===== src/rtl/olpi_pkg.sv =====
`default_nettype none

package olpi_pkg;

  localparam int unsigned CAPACITY = 16;
  localparam int unsigned DataW    = 32;
  localparam int unsigned CntW     = 5;
  localparam int unsigned PosW     = 5;
  localparam int unsigned FuncW    = 3;
  localparam int unsigned IdxW     = $clog2(CAPACITY);

  typedef enum logic [FuncW-1:0] {
    FN_INS_FRONT = 3'd0,
    FN_INS_BACK  = 3'd1,
    FN_INS_POS   = 3'd2,
    FN_DEL_FIRST = 3'd3,
    FN_DEL_LAST  = 3'd4,
    FN_DUMP      = 3'd5
  } func_e;

  typedef enum logic [1:0] {
    STAT_OK     = 2'd0,
    STAT_BADPOS = 2'd1,
    STAT_FULL   = 2'd2,
    STAT_EMPTY  = 2'd3
  } status_e;

  typedef enum logic [1:0] {
    CELL_HOLD = 2'd0,
    CELL_INS  = 2'd1,
    CELL_SHL  = 2'd2,
    CELL_ROT  = 2'd3
  } cell_op_e;

  // command broadcast to every cell of the chain
  typedef struct packed {
    cell_op_e              op;
    logic [IdxW-1:0]       sel;
    logic [IdxW-1:0]       tail;
    logic [DataW-1:0]      value;
  } cell_cmd_t;

endpackage

`default_nettype wire


===== src/rtl/olpi_cell.sv =====
`default_nettype none

module olpi_cell (
  input  wire logic                      clk_i,
  input  wire olpi_pkg::cell_cmd_t       cmd_i,
  input  wire logic [olpi_pkg::IdxW-1:0] idx_i,
  input  wire logic [olpi_pkg::DataW-1:0] left_i,
  input  wire logic [olpi_pkg::DataW-1:0] right_i,
  input  wire logic [olpi_pkg::DataW-1:0] head_i,
  output logic [olpi_pkg::DataW-1:0]      data_o
);
  import olpi_pkg::*;

  logic [DataW-1:0] data_q, data_d;

  always_comb begin
    data_d = data_q;
    case (cmd_i.op)
      CELL_INS: begin
        if (idx_i > cmd_i.sel) begin
          data_d = left_i;
        end else if (idx_i == cmd_i.sel) begin
          data_d = cmd_i.value;
        end
      end
      CELL_SHL: data_d = right_i;
      // rotate the occupied part: the tail picks up the old head
      CELL_ROT: data_d = (idx_i == cmd_i.tail) ? head_i : right_i;
      default:  data_d = data_q;
    endcase
  end

  always_ff @(posedge clk_i) begin
    data_q <= data_d;
  end

  assign data_o = data_q;

endmodule

`default_nettype wire


===== src/rtl/ordered_list_positional_insert_unit.sv =====
// An insert, delete, unknown code or empty dump gives its word in the cycle after accept.
// A dump of a non-empty list enters the dump state, then gives count words, one per cycle
// while the output is not stalled; input is held off until the last word is registered.
// Throughput: one non-dump item per cycle while the output is not stalled.
// Reset (rst_ni low, async): count, state and output valid cleared; entries undefined.
`default_nettype none

module ordered_list_positional_insert_unit (
  input  wire logic                              clk_i,
  input  wire logic                              rst_ni,
  input  wire logic                              in_valid_i,
  output logic                                   in_stall_o,
  input  wire logic [olpi_pkg::FuncW-1:0]        func_i,
  input  wire logic signed [olpi_pkg::DataW-1:0] value_i,
  input  wire logic [olpi_pkg::PosW-1:0]         position_i,
  output logic                                   out_valid_o,
  input  wire logic                              out_stall_i,
  output logic [1:0]                             status_o,
  output logic [olpi_pkg::CntW-1:0]              count_o,
  output logic signed [olpi_pkg::DataW-1:0]      elem_value_o,
  output logic                                   last_o
);
  import olpi_pkg::*;

  typedef enum logic [1:0] {
    S_IDLE = 2'b01,
    S_DUMP = 2'b10
  } state_e;

  state_e            state_q, state_d;
  logic [CntW-1:0]   cnt_q, cnt_d;
  logic [IdxW-1:0]   dmp_q, dmp_d;
  logic              out_valid_q, out_valid_d;
  status_e           status_q, status_d;
  logic [CntW-1:0]   count_q;
  logic [DataW-1:0]  elem_q, elem_d;
  logic              last_q, last_d;

  cell_cmd_t         cmd;
  logic [DataW-1:0]  cell_data [CAPACITY];

  logic              out_free, accept, emit;
  logic              full, empty, pos_bad;
  logic [CntW-1:0]   cnt_m1;
  logic [PosW-1:0]   pos_m1;

  assign out_free   = !out_valid_q || !out_stall_i;
  assign in_stall_o = !((state_q == S_IDLE) && out_free);
  assign accept     = in_valid_i && !in_stall_o;

  assign full    = (cnt_q == CntW'(CAPACITY));
  assign empty   = (cnt_q == '0);
  assign cnt_m1  = cnt_q - CntW'(1);
  assign pos_m1  = position_i - PosW'(1);
  assign pos_bad = (position_i == '0) ||
                   ({1'b0, position_i} > ({1'b0, cnt_q} + (CntW + 1)'(1)));

  always_comb begin
    state_d   = state_q;
    cnt_d     = cnt_q;
    dmp_d     = dmp_q;
    emit      = 1'b0;
    status_d  = STAT_OK;
    elem_d    = '0;
    last_d    = 1'b1;
    cmd.op    = CELL_HOLD;
    cmd.sel   = '0;
    cmd.tail  = cnt_m1[IdxW-1:0];
    cmd.value = value_i;

    case (state_q)
      S_IDLE: begin
        if (accept) begin
          emit = 1'b1;
          case (func_e'(func_i))
            FN_INS_FRONT: begin
              if (full) begin
                status_d = STAT_FULL;
              end else begin
                cmd.op  = CELL_INS;
                cmd.sel = '0;
                cnt_d   = cnt_q + CntW'(1);
              end
            end
            FN_INS_BACK: begin
              if (full) begin
                status_d = STAT_FULL;
              end else begin
                cmd.op  = CELL_INS;
                cmd.sel = cnt_q[IdxW-1:0];
                cnt_d   = cnt_q + CntW'(1);
              end
            end
            FN_INS_POS: begin
              // position is checked before fullness
              if (pos_bad) begin
                status_d = STAT_BADPOS;
              end else if (full) begin
                status_d = STAT_FULL;
              end else begin
                cmd.op  = CELL_INS;
                cmd.sel = pos_m1[IdxW-1:0];
                cnt_d   = cnt_q + CntW'(1);
              end
            end
            FN_DEL_FIRST: begin
              if (empty) begin
                status_d = STAT_EMPTY;
              end else begin
                cmd.op = CELL_SHL;
                cnt_d  = cnt_m1;
              end
            end
            FN_DEL_LAST: begin
              if (empty) begin
                status_d = STAT_EMPTY;
              end else begin
                cnt_d = cnt_m1;
              end
            end
            FN_DUMP: begin
              if (empty) begin
                status_d = STAT_EMPTY;
              end else begin
                emit    = 1'b0;
                dmp_d   = '0;
                state_d = S_DUMP;
              end
            end
            default: status_d = STAT_OK;
          endcase
        end
      end
      S_DUMP: begin
        // head word goes out, chain rotates so the next entry reaches cell 0
        if (out_free) begin
          emit   = 1'b1;
          cmd.op = CELL_ROT;
          elem_d = cell_data[0];
          last_d = (dmp_q == cnt_m1[IdxW-1:0]);
          if (last_d) begin
            state_d = S_IDLE;
          end else begin
            dmp_d = dmp_q + IdxW'(1);
          end
        end
      end
      default: state_d = S_IDLE;
    endcase
  end

  assign out_valid_d = emit || (out_valid_q && out_stall_i);

  always_ff @(posedge clk_i or negedge rst_ni) begin
    if (!rst_ni) begin
      state_q     <= S_IDLE;
      cnt_q       <= '0;
      dmp_q       <= '0;
      out_valid_q <= 1'b0;
    end else begin
      state_q     <= state_d;
      cnt_q       <= cnt_d;
      dmp_q       <= dmp_d;
      out_valid_q <= out_valid_d;
    end
  end

  always_ff @(posedge clk_i) begin
    if (emit) begin
      status_q <= status_d;
      count_q  <= cnt_d;
      elem_q   <= elem_d;
      last_q   <= last_d;
    end
  end

  for (genvar i = 0; i < CAPACITY; i++) begin : g_cell
    olpi_cell u_cell (
      .clk_i   (clk_i),
      .cmd_i   (cmd),
      .idx_i   (IdxW'(i)),
      .left_i  (cell_data[(i == 0) ? 0 : i - 1]),
      .right_i (cell_data[(i == CAPACITY - 1) ? i : i + 1]),
      .head_i  (cell_data[0]),
      .data_o  (cell_data[i])
    );
  end

  assign out_valid_o  = out_valid_q;
  assign status_o     = status_q;
  assign count_o      = count_q;
  assign elem_value_o = elem_q;
  assign last_o       = last_q;

endmodule

`default_nettype wire


===== config.mk =====
export PLATFORM = sky130hd
export DESIGN_NAME = ordered_list_positional_insert_unit
export DESIGN_NICKNAME = d
export VERILOG_FILES = /design/src/rtl/olpi_pkg.sv /design/src/rtl/olpi_cell.sv /design/src/rtl/ordered_list_positional_insert_unit.sv
export SDC_FILE = /design/constraint.sdc
export NUM_CORES = 1
export LEC_CHECK = 0
export BUFFER_PORTS_ARGS = -buffer_cell sky130_fd_sc_hd__clkbuf_2
export CAP_MARGIN = 20
export CORE_UTILIZATION = 45
export CTS_BUF_LIST = sky130_fd_sc_hd__clkbuf_8
export DETAILED_ROUTE_END_ITERATION = 7
export SYNTH_ARGS = -nofsm -noshare
export SYNTH_HDL_FRONTEND = slang
export SYNTH_SLANG_ARGS = --single-unit

===== constraint.sdc =====
create_clock -name clk_i -period 18.6 [get_ports clk_i]
set_input_delay 0 -clock clk_i [delete_from_list [all_inputs] [get_ports clk_i]]
set_output_delay 0 -clock clk_i [all_outputs]
set_load 0.005 [all_outputs]

**After elaboration in Yosys (flattened, before gate mapping)**

Cells that the tools add are included.

- Input bits: 44
- Logic and storage cells: 255
- Output and inout port bits: 42
- Bits in registers: 564

- Reductions and logical operators: 40
- Muxes and demuxes: 102
- $lt $le $gt $ge: 17
- Equality and inequality tests: 67
- $add $sub $neg: 5

Operators by type and width:

| kind | number |
|---|---|
| 32-bit two-way mux | 48 |
| 32-bit case mux with 3 select lines | 15 |
| 4-bit == test (first input constant) | 16 |
| 32-bit case mux with 2 select lines | 1 |
| 5-bit two-way mux | 9 |
| 3-bit by 1-bit inequality test with 1-bit output (second input constant) | 15 |
| 3-bit by 4-bit == test with 1-bit output (first input constant) | 8 |
| 4-bit > comparator (first input constant) | 8 |
| 2-bit AND reduction | 16 |
| 4-bit two-way mux | 6 |
| 2-bit two-way mux | 10 |
| 2-bit by 4-bit == test with 1-bit output (first input constant) | 4 |
| 3-bit by 4-bit > comparator with 1-bit output (first input constant) | 4 |
| 5-bit case mux with 3 select lines | 1 |
| 2-bit inequality test (second input constant) | 7 |
| 4-bit case mux with 3 select lines | 1 |
| 5-bit zero test | 2 |
| 1-bit by 4-bit == test with 1-bit output (first input constant) | 2 |
| 1-bit by 4-bit > comparator with 1-bit output (first input constant) | 2 |
| 2-bit by 4-bit > comparator with 1-bit output (first input constant) | 2 |
| 4-bit zero test | 2 |
| 2-bit case mux with 2 select lines | 2 |
| 2-bit case mux with 4 select lines | 1 |
| 4-bit case mux with 2 select lines | 1 |
| 30 further kinds | 48 |

**Longest topological paths before layout**

Gate-level depths: netlist of the first run.

- Word-level depth: 11
- Mapped depth: 14
- Mapped depth without buffers: 11

**Cells and area by module**

From an unflattened synthesis of the first run, not the netlist that was laid out.

- Cells, all modules: 2877
- Area, all modules: 37696.2 µm²

By module, submodules not included:

| module | area each (µm²) | cells each | sequential area each (µm²) | times used |
|---|---|---|---|---|
| olpi_cell | 2182.1 | 164 | 960.9 | 16 |
| ordered_list_positional_insert_unit | 2782.7 | 253 | 1502.7 | 1 |

**Worst setup path after synthesis of the first run**

OpenSTA, ideal clock, no wires.

- Kind: flip-flop to flip-flop
- From: register cnt_q[0]
- To: register g_cell[0].u_cell.data_q[0], enable pin
- Required time: 18.126 ns
- Setup time: 0.474 ns
- Setup slack: 12.713 ns
- Data arrival time: 5.412 ns
- Period minus slack after synthesis: 5.887 ns
- Path buffers: 2
- Cell stages (with the launch flop): 14
- Path through: dfrtp_1 ha_1 nand3_1 xor2_1 ha_1 nand3_1 o21bai_1 a31oi_2 o31a_1 nand2b_1 buf_2 buf_4 nand2_1 a221oi_1

- Cells in the longest elaborated chain, start to end: 10
- Elaborated cells between the ends (all ways): 27
- Those cells by class: add/sub: 2; order compare: 2; eq/ne: 7; mux: 10; reduce/logical: 6

RTL lines:

| element | line | source |
|---|---|---|
| start, declared | ordered_list_positional_insert_unit.sv:31 | `logic [CntW-1:0] cnt_q, cnt_d;` |
| start signal, assigned | ordered_list_positional_insert_unit.sv:162 | `cnt_q <= cnt_d;` |
| 5-bit by 1-bit adder with 6-bit output | ordered_list_positional_insert_unit.sv:56 | `({1'b0, position_i} > ({1'b0, cnt_q} + (CntW + 1)'(1)));` |
| 5-bit by 6-bit > comparator with 1-bit output | ordered_list_positional_insert_unit.sv:56 |  |
| 1-bit logical OR | ordered_list_positional_insert_unit.sv:55 | `assign pos_bad = (position_i == '0) \|\|` |
| 5-bit two-way mux | ordered_list_positional_insert_unit.sv:96 | `if (pos_bad) begin` |
| 4-bit case mux with 3 select lines or 2-bit case mux with 4 select lines (tied branches) | ordered_list_positional_insert_unit.sv:75 | `case (func_e'(func_i))` |
| 6-bit two-way mux | ordered_list_positional_insert_unit.sv:73 | `if (accept) begin` |
| 4-bit two-way mux or 2-bit case mux with 2 select lines (tied branches) | ordered_list_positional_insert_unit.sv:71 | `case (state_q)` |
| 1-bit by 4-bit > comparator with 1-bit output, or another cell as far along | olpi_cell.sv:20 | `if (idx_i > cmd_i.sel) begin` |
| 2-bit inequality test (no source line), or another cell as far along | - |  |
| 4-bit AND reduction (no source line) * | - |  |
| end signal, assigned | olpi_cell.sv:34 | `data_q <= data_d;` |
| end, declared | olpi_cell.sv:14 | `logic [DataW-1:0] data_q, data_d;` |

Every way passes the cells marked *; elsewhere a longest branch is shown, timed or not.
A chain may end at the register's enable or synchronous reset.

**Worst setup path in the final report of the first run**

- From: register cnt_q[0]
- To: register g_cell[5].u_cell.data_q[30], data pin

- Cells in the longest elaborated chain, start to end: 10
- Elaborated cells between the ends (all ways): 24
- Those cells by class: add/sub: 2; order compare: 2; eq/ne: 5; mux: 13; reduce/logical: 2

RTL lines:

| element | line | source |
|---|---|---|
| 5-bit by 1-bit adder with 6-bit output | ordered_list_positional_insert_unit.sv:56 |  |
| 5-bit by 6-bit > comparator with 1-bit output | ordered_list_positional_insert_unit.sv:56 |  |
| 1-bit logical OR | ordered_list_positional_insert_unit.sv:55 |  |
| 5-bit two-way mux | ordered_list_positional_insert_unit.sv:96 |  |
| 4-bit case mux with 3 select lines | ordered_list_positional_insert_unit.sv:75 |  |
| 6-bit two-way mux | ordered_list_positional_insert_unit.sv:73 |  |
| 4-bit two-way mux | ordered_list_positional_insert_unit.sv:71 |  |
| 3-bit by 4-bit > comparator with 1-bit output | olpi_cell.sv:20 |  |
| 32-bit two-way mux | olpi_cell.sv:20 |  |
| 32-bit case mux with 3 select lines * | olpi_cell.sv:18 | `case (cmd_i.op)` |
| named net g_cell[5].u_cell.data_d[30] | olpi_cell.sv:14 |  |
| end signal, assigned | olpi_cell.sv:34 |  |
| end, declared | olpi_cell.sv:14 |  |

The timed path passes the listed nets; every way through them passes the cells marked *.

==> summary.txt, run 1 <==
Floorplan
  – Die width: 266 um
  – Die Area: 0.0708 mm^2
  – Number of top-level pins: 86
  – Starting Density: 45.6%
  – Die height: 266 um
  – CORE AREA: 0.0688 mm^2
  – Rows: 96

Cells and area
  – Layout cells sized above 1: 12.7%
  – Filler instances: 6,106
  – Fin util: 50.3%
  – Nets@finish: 2,749
  – Reg area: 0.0169 mm^2
  – Footprint of the multi-input gates: 0.0134 mm^2
  – Layout area overhead: 10.2%

Global route
  – Pin count of the biggest net entering global routing: 223
  – GR Util met2: 50.4%
  – Total grt overflow: 0
  – M1 GR Usage: 42.3%
  – Initial antenna violation count: 4
  – Met3 Use GR: 8.60%
  – Total track usage: 32.6%
  – First-pass GRT wire length: 172,000 um
  – Vias in the first global route: 25,871
  – Busiest grt layer: met2

Pwr
  – Part of the power in combinational logic: 34.0%
  – P_int: 2.99 mW
  – Pwr Density: 143 mW/mm^2
  – Power share of the clock group: 21.6%
  – Switching power: 1.96 mW
  – Peak VDD IR: 0.0000875 V
  – Net Sw Frac: 39.6%
  – Leak: 11.9 nW
  – Seq pwr share: 44.5%

Setup path
  – Crit path required time: 19.03 ns
  – Worst-path cell chain: ha_1 > nand3_1 > xor2_1 > ha_1 > nand3_1 > o21bai_1 > a31o_2 > a32o_1 > a22oi_4 > buf_4 > and2_2 > o211ai_1
  – Slowest cell on the critical path: a22oi_4
  – Arr. time, crit path: 6.23 ns
  – Critical Path Start Type: flop
  – Critical Path Fanout Max: 43
  – Crit path largest cell delay: 0.94 ns
  – Worst Setup End Kind: flop
  – Crit Path Class: flop to flop

Clocking
  – Worst skew pair latency: 0.73 ns
  – H-tree levels: 3
  – CTS tree: done
  – Max clock buf depth: 3
  – Clk slew on worst S/H paths: 0.07 ns
  – PostCTS Resize Cnt: 0
  – Num Clock Sinks: 564
  – CTS root buffer: clkbuf_8
  – Post-CTS Hold Fix Bufs: 41
  – TritonCTS buffer count: 96
  – Postcts setup bufs: 0

Run status
  – Outcome: finished clean

STA
  – Final period utilization: 31.2%
  – Worst Tran Pin Value: 1.20 ns
  – Final Setup Violations: 0
  – Fin. Hold Viols: 0
  – Relative slew slack: 19.8%
  – RSZ-0062 raised after global routing: no
  – Clk_skew: 0.0363 ns
  – Period minus WS final: 5.80 ns
  – Max-slew violation count: 0
  – Final setup TNS: 0 ns
  – Fmax: 0.172 GHz

Yosys
  – Most frequent cell after synthesis: edfxtp_1
  – Top-area cell type share of the netlist area: 52.8%
  – Netlist cell types: 84
  – Adder-cell share of the synthesized area: 0.677%
  – Synth warn: 0
  – Most used flip-flop cell after synthesis: edfxtp_1
  – Largest family of logic cells by synthesized area: compound AO/OA/AOI/OAI gates
  – Post-synth EDFFs: 552
  – Multiplexer share of the synthesized area: 8.29%
  – Post-Syn Area per Cell: 11.4 um^2
  – Register area share after synthesis: 53.7%
  – Leading area contributor after synthesis: edfxtp_1
  – Synth Area in Compound Gates: 22.9%
  – Xor/xnor cell area share of the yosys netlist: 0.418%
  – Mapped Area: 0.0314 mm^2
  – Synth Register Bits: 564
  – Area contributors post-synth: edfxtp_1 (53%), mux2i_1 (8.2%), a22oi_1 (5.4%)
  – Simple-gate share of the synthesized area: 8.74%
  – Post-Synthesis Net Count: 2,827
  – Synth cell count leaders: edfxtp_1 (552), mux2i_1 (258), o21ai_0 (242), a22oi_1 (224), clkbuf_1 (220)
  – Cells after Synth: 2,766
  – Async set-reset flop share out of synthesis: 2.13%

Job
  – Max cap viols: 0

Min path
  – Hold Path Class: input port to flop

Detailed routing
  – Remaining DRCs: 0
  – WL final: 118,000 um
  – DRT Pass-1 Iters: 7
  – Vias per cell: 7.14
  – Routed Antenna Nets: 0
  – Wire per inst: 31.7 um
  – DRT iter0 DRCs: 3,697
  – Via count: 26,424

Placement
  – Final Wtd Congestion: 0.881
  – Post-DP HPWL: 64,700 um
  – Port bufs: 85
## per-stage QoR
stage | instances | total power [mW] | setup slack [ns] | hold WS [ns] | cell area [um^2]
floorplan | 2766 | 3.19 | 12.71 | -0.296 | 31400
global placement | 3478 | 3.78 | 12.91 | -0.0904 | 32400
detailed placement | 3479 | 3.84 | 12.91 | -0.0766 | 32500
CTS | 3697 | 4.90 | 12.91 | 0.144 | 34600
global route | 3701 | 5.14 | 12.64 | 0.201 | 34600
finish | 3702 | 4.95 | 12.80 | 0.175 | 34600
## final cells by class
type / instances / area share (%)
diodes: 4 / 0.0289
clock buffers: 99 / 3.94
clock inverters: 78 / 1.04
inverters: 14 / 0.152
multi-input cells: 1821 / 38.8
flip-flops and latches: 564 / 48.8
well taps: 931 / 3.36
repair buffers: 191 / 3.95
## routing by layer
metal	vias to the layer above	share of wire, %
met5	-	0
met4	0	4.5
li1	11011	-
met2	1969	45
met1	13108	39
met3	336	12
## cells in the final DEF, fill, tap and decap left out, types with 44 or more instances in the layout
cell      count
a32oi_1     162
nand4_1      67
a22oi_1     224
inv_1        44
mux2i_1     258
nand3_1     136
clkbuf_8     99
o211ai_1    161
o21ai_0     242
a221o_1      64
buf_4        62
edfxtp_1    552
nand2_1     153
clkbuf_2     85
nor2_1       49
## flip-flops by register name (all words and copies together), names as in the netlist
register	flops
cnt_q	5
dmp_q	4
g_cell.u_cell.data_o	512
state_q	2
count_o	5
status_o	2
last_o	1
out_valid_o	1
elem_value_o	32
## path summary, 6_finish.rpt
| kind | from | end | slack, ns | depth (start not counted) |
|---|---|---|---|---|
| worst max-delay path | cnt_q[0] | g_cell[5].u_cell.data_o[30] | 12.80 | 12 |
| worst min-delay path | out_stall_i | state_q[0] | 0.18 | 4 |
| worst max register to register | cnt_q[0] | g_cell[5].u_cell.data_o[30] | 12.80 | 12 |
| worst min register to register | dmp_q[3] | dmp_q[3] | 0.50 | 1 |
| max in group asynchronous | rst_ni | state_q[1] | 17.84 | 3 |
| min in group asynchronous | rst_ni | dmp_q[2] | 0.35 | 3 |
## power groups by stage
| stage | logic (mW) | registers [mW] | clock network [mW] |
|---|---|---|---|
| global placement | 1.58 | 2.20 | 0 |
| global route | 1.79 | 2.23 | 1.12 |
| detailed placement | 1.62 | 2.21 | 0 |
| CTS | 1.64 | 2.19 | 1.07 |
| floorplan | 1.09 | 2.10 | 0 |
| finish | 1.68 | 2.20 | 1.07 |
## critical path: cells and delay by family (launching register included)
family	cells	cell delay, ns
AO/OA/AOI/OAI	5	2.18
adder cells (fa/ha/maj)	2	0.64
buffers and inverters	1	0.72
XOR/XNOR	1	0.19
flip-flops	1	0.56
AND/OR/NAND/NOR	3	1.14
## logic make-up (layout without fill, tap and decap cells)
family | Yosys count | in the layout
AO/OA/AOI/OAI | 991 | 991
multiplexers | 260 | 260
flip-flops | 564 | 564
adder cells (fa/ha/maj) | 17 | 17
AND/OR/NAND/NOR | 538 | 538
XOR/XNOR | 15 | 15
buffers and inverters | 381 | 382
other | 0 | 4
(Power assumes the default switching activity.)
==> run 2: changes to the inputs <==
==> constraint.sdc (replaced) <==
create_clock -name clk_i -period 5.5 [get_ports clk_i]
set_input_delay 0 -clock clk_i [delete_from_list [all_inputs] [get_ports clk_i]]
set_output_delay 0 -clock clk_i [all_outputs]
set_load 0.005 [all_outputs]
==> run 2 against run 1 <==
  * Worst setup slack got worse by 12 ns
  * Via count rose by 1.3%
  * Clock power rose to 3.5 times the previous value
  * Core utilization rose by 0.64 points
  * Global-route usage fell by 0.23 points
  * Cell count rose by 0.76%
  * Sequential cell count did not move
  * Sequential share of layout area fell by 0.61 points
  * Critical path depth did not move
  * Critical endpoint is now g_cell[15].u_cell.data_o[11]
  * Highest routed layer unchanged
==> summary.txt, run 2 (synthesis results as in run 1) <==
STA
  – Relative slew slack: 19.0% (-0.83 points)
  – Fmax: 0.207 GHz (+20%)
  – RSZ-0062 raised after global routing: no
  – Fin. Hold Viols: 0 (unchanged)
  – WHS: 0.0837 ns (-0.0916 ns)
  – Clk_skew: 0.0655 ns (+0.0291 ns)
  – Worst Tran Pin Value: 1.21 ns (+0.0110 ns)
  – Final setup TNS: 0 ns (unchanged)
  – Final period utilization: 88.0% (+57 points)
  – Period minus WS final: 4.84 ns (-0.961 ns)
  – Final Setup Violations: 0 (unchanged)
  – Max-slew violation count: 0 (unchanged)

Cells and area
  – Highest-count cells in the layout ignoring fill and taps: edfxtp_1 (552), mux2i_1 (258), o21ai_0 (242), a22oi_1 (224), a32oi_1 (162)
  – Filler instances: 6,017 (-1.5%)
  – Layout cells sized above 1: 13.8% (+1.1 points)
  – Reg area: 0.0169 mm^2 (unchanged)
  – Layout area overhead: 11.6%
  – Commonest non-fill, non-tap cell in the layout: edfxtp_1
  – Footprint of the multi-input gates: 0.0134 mm^2 (unchanged)
  – Final Cell Area: 0.0351 mm^2 (+1.3%)
  – Max FFs per register: 512 (unchanged)
  – Nets@finish: 2,781 (+1.2%)

Clocking
  – TritonCTS buffer count: 98 (+2.1%)
  – Worst skew pair latency: 0.75 ns (+0.02 ns)
  – H-tree levels: 3 (unchanged)
  – Post-CTS Hold Fix Bufs: 41 (unchanged)
  – Postcts setup bufs: 0 (unchanged)
  – Num Clock Sinks: 564 (unchanged)
  – Clk slew on worst S/H paths: 0.07 ns (about the same)
  – CTS root buffer: clkbuf_8
  – Max clock buf depth: 3 (unchanged)
  – PostCTS Resize Cnt: 0 (unchanged)
  – CTS tree: done

Placement
  – Cell area after placement: 0.0327 mm^2 (+0.86%)
  – Port bufs: 85 (unchanged)
  – Final Wtd Congestion: 0.883 (+0.27%)
  – Post-DP HPWL: 67,100 um (+3.8%)

Detailed routing
  – Routed Antenna Nets: 0 (unchanged)
  – Via count: 26,780 (+1.3%)
  – Wire per inst: 31.2 um (-1.7%)
  – DRT Pass-1 Iters: 8 (+1)
  – DRT iter0 DRCs: 4,015 (+8.6%)
  – WL final: 116,000 um (-0.92%)
  – Remaining DRCs: 0 (unchanged)
  – Vias per cell: 7.18 (+0.59%)

Global route
  – Initial antenna violation count: 5 (+1)
  – Total track usage: 32.4% (-0.23 points)
  – Pin count of the biggest net entering global routing: 145 (-35%)
  – First-pass GRT wire length: 171,000 um (-0.44%)
  – Vias in the first global route: 25,668 (-0.78%)
  – Total grt overflow: 0 (unchanged)

Min path
  – Min-Delay Endpoint: cnt_q[4]
  – Hold Path Depth: 6 (+2)
  – Hold Path Origin: position_i[4]
  – Hold Path Class: input port to flop

Setup path
  – CP startpoint: cnt_q[0]
  – Crit Path Class: flop to flop
  – R2r startpoint: cnt_q[0]
  – Critical Path Fanout Max: 47 (+9.3%)
  – Reg2Reg Capture Point: g_cell[15].u_cell.data_o[11]
  – Critical Path Start Type: flop
  – FF-to-FF setup slack: 0.66 ns (-12.14 ns)
  – Worst reg-to-reg path cell count: 12 (unchanged)
  – Arr. time, crit path: 5.26 ns (-0.97 ns)
  – Worst Setup End Kind: flop
  – Crit path required time: 5.92 ns (-13.11 ns)

Floorplan
  – CORE AREA: 0.0688 mm^2 (unchanged)
  – Die width: 266 um (unchanged)
  – Starting Density: 45.6% (unchanged)
  – Number of top-level pins: 86 (unchanged)
  – Rows: 96 (unchanged)
  – Die Area: 0.0708 mm^2 (unchanged)
  – Die height: 266 um (unchanged)

Job
  – Max cap viols: 0 (unchanged)

Pwr
  – Tot Pwr: 17.0 mW (+240%)
  – Pwr Density: 485 mW/mm^2 (+240%)
  – Leak: 12.2 nW (+2.0%)
  – Peak VDD IR: 0.000295 V (+240%)

Run status
  – Outcome: finished clean
## run 2: cell types whose count changed in the layout (fill, tap and decap cells not counted), moves of 3 or more
| cell | previous run | this run |
|---|---|---|
| buf_4 | 62 | 84 |
| clkinv_1 | 31 | 24 |
| buf_12 | 2 | 8 |
| bufinv_16 | 1 | 4 |
| inv_6 | 3 | 0 |
## run 2: area by class of cell
type                    count  area share, %
diodes                      2         0.0143
flip-flops and latches    564           48.1
well taps                 931           3.32
clock buffers             101           3.96
inverters                  14          0.150
repair buffers            221           4.84
clock inverters            76           1.29
multi-input cells        1821           38.3
## run 2: power breakdown
part	leakage (nW)	internal (mW)	total, mW	switching (mW)
logic	5.93	1.80	5.78	3.98
registers	5.19	6.63	7.42	0.788
clock network	1.06	1.90	3.79	1.89
total	12.2	10.3	17.0	6.66
## run 2: metrics by stage
stage | worst slack, ns | utilization (%) | cells
floorplan | 0.350 | - | 2766
global placement | 0.976 | 47.5 | 3505
detailed placement | 0.829 | 47.6 | 3507
CTS | 0.800 | 50.8 | 3725
global route | 0.382 | 50.9 | 3730
finish | 0.661 | 50.9 | 3730
## run 2: worst max path at each step
stage	endpoint	depth (start not counted)
after CTS	g_cell[12].u_cell.data_o[11]	12
after global routing	g_cell[15].u_cell.data_o[10]	12
after detailed placement	g_cell[15].u_cell.data_o[5]	12
final	g_cell[15].u_cell.data_o[11]	12
after floorplan	g_cell[15].u_cell.data_o[0]	10
after global placement	g_cell[15].u_cell.data_o[11]	12
## run 2: per-layer routing
| layer | track usage, % | up-vias | wire length, um |
|---|---|---|---|
| li1 | - | 11075 | - |
| met1 | 44.7 | 13275 | 45900 |
| met2 | 48.7 | 2075 | 50900 |
| met3 | 7.08 | 355 | 14500 |
| met4 | 14.6 | 0 | 5160 |
| met5 | 0 | - | 0 |
## run 2: worst max-delay path, stage by stage (launching register included)
cell and delay (ns):
dfrtp_1 0.57, inv_1 0.19, ha_1 0.40, inv_1 0.08, ha_1 0.28, nor2b_1 0.13
o21bai_1 0.21, a31o_2 0.26, a32o_1 0.75, nand3_4 0.79, buf_4 0.50, o21ai_0 0.18
a31oi_1 0.10
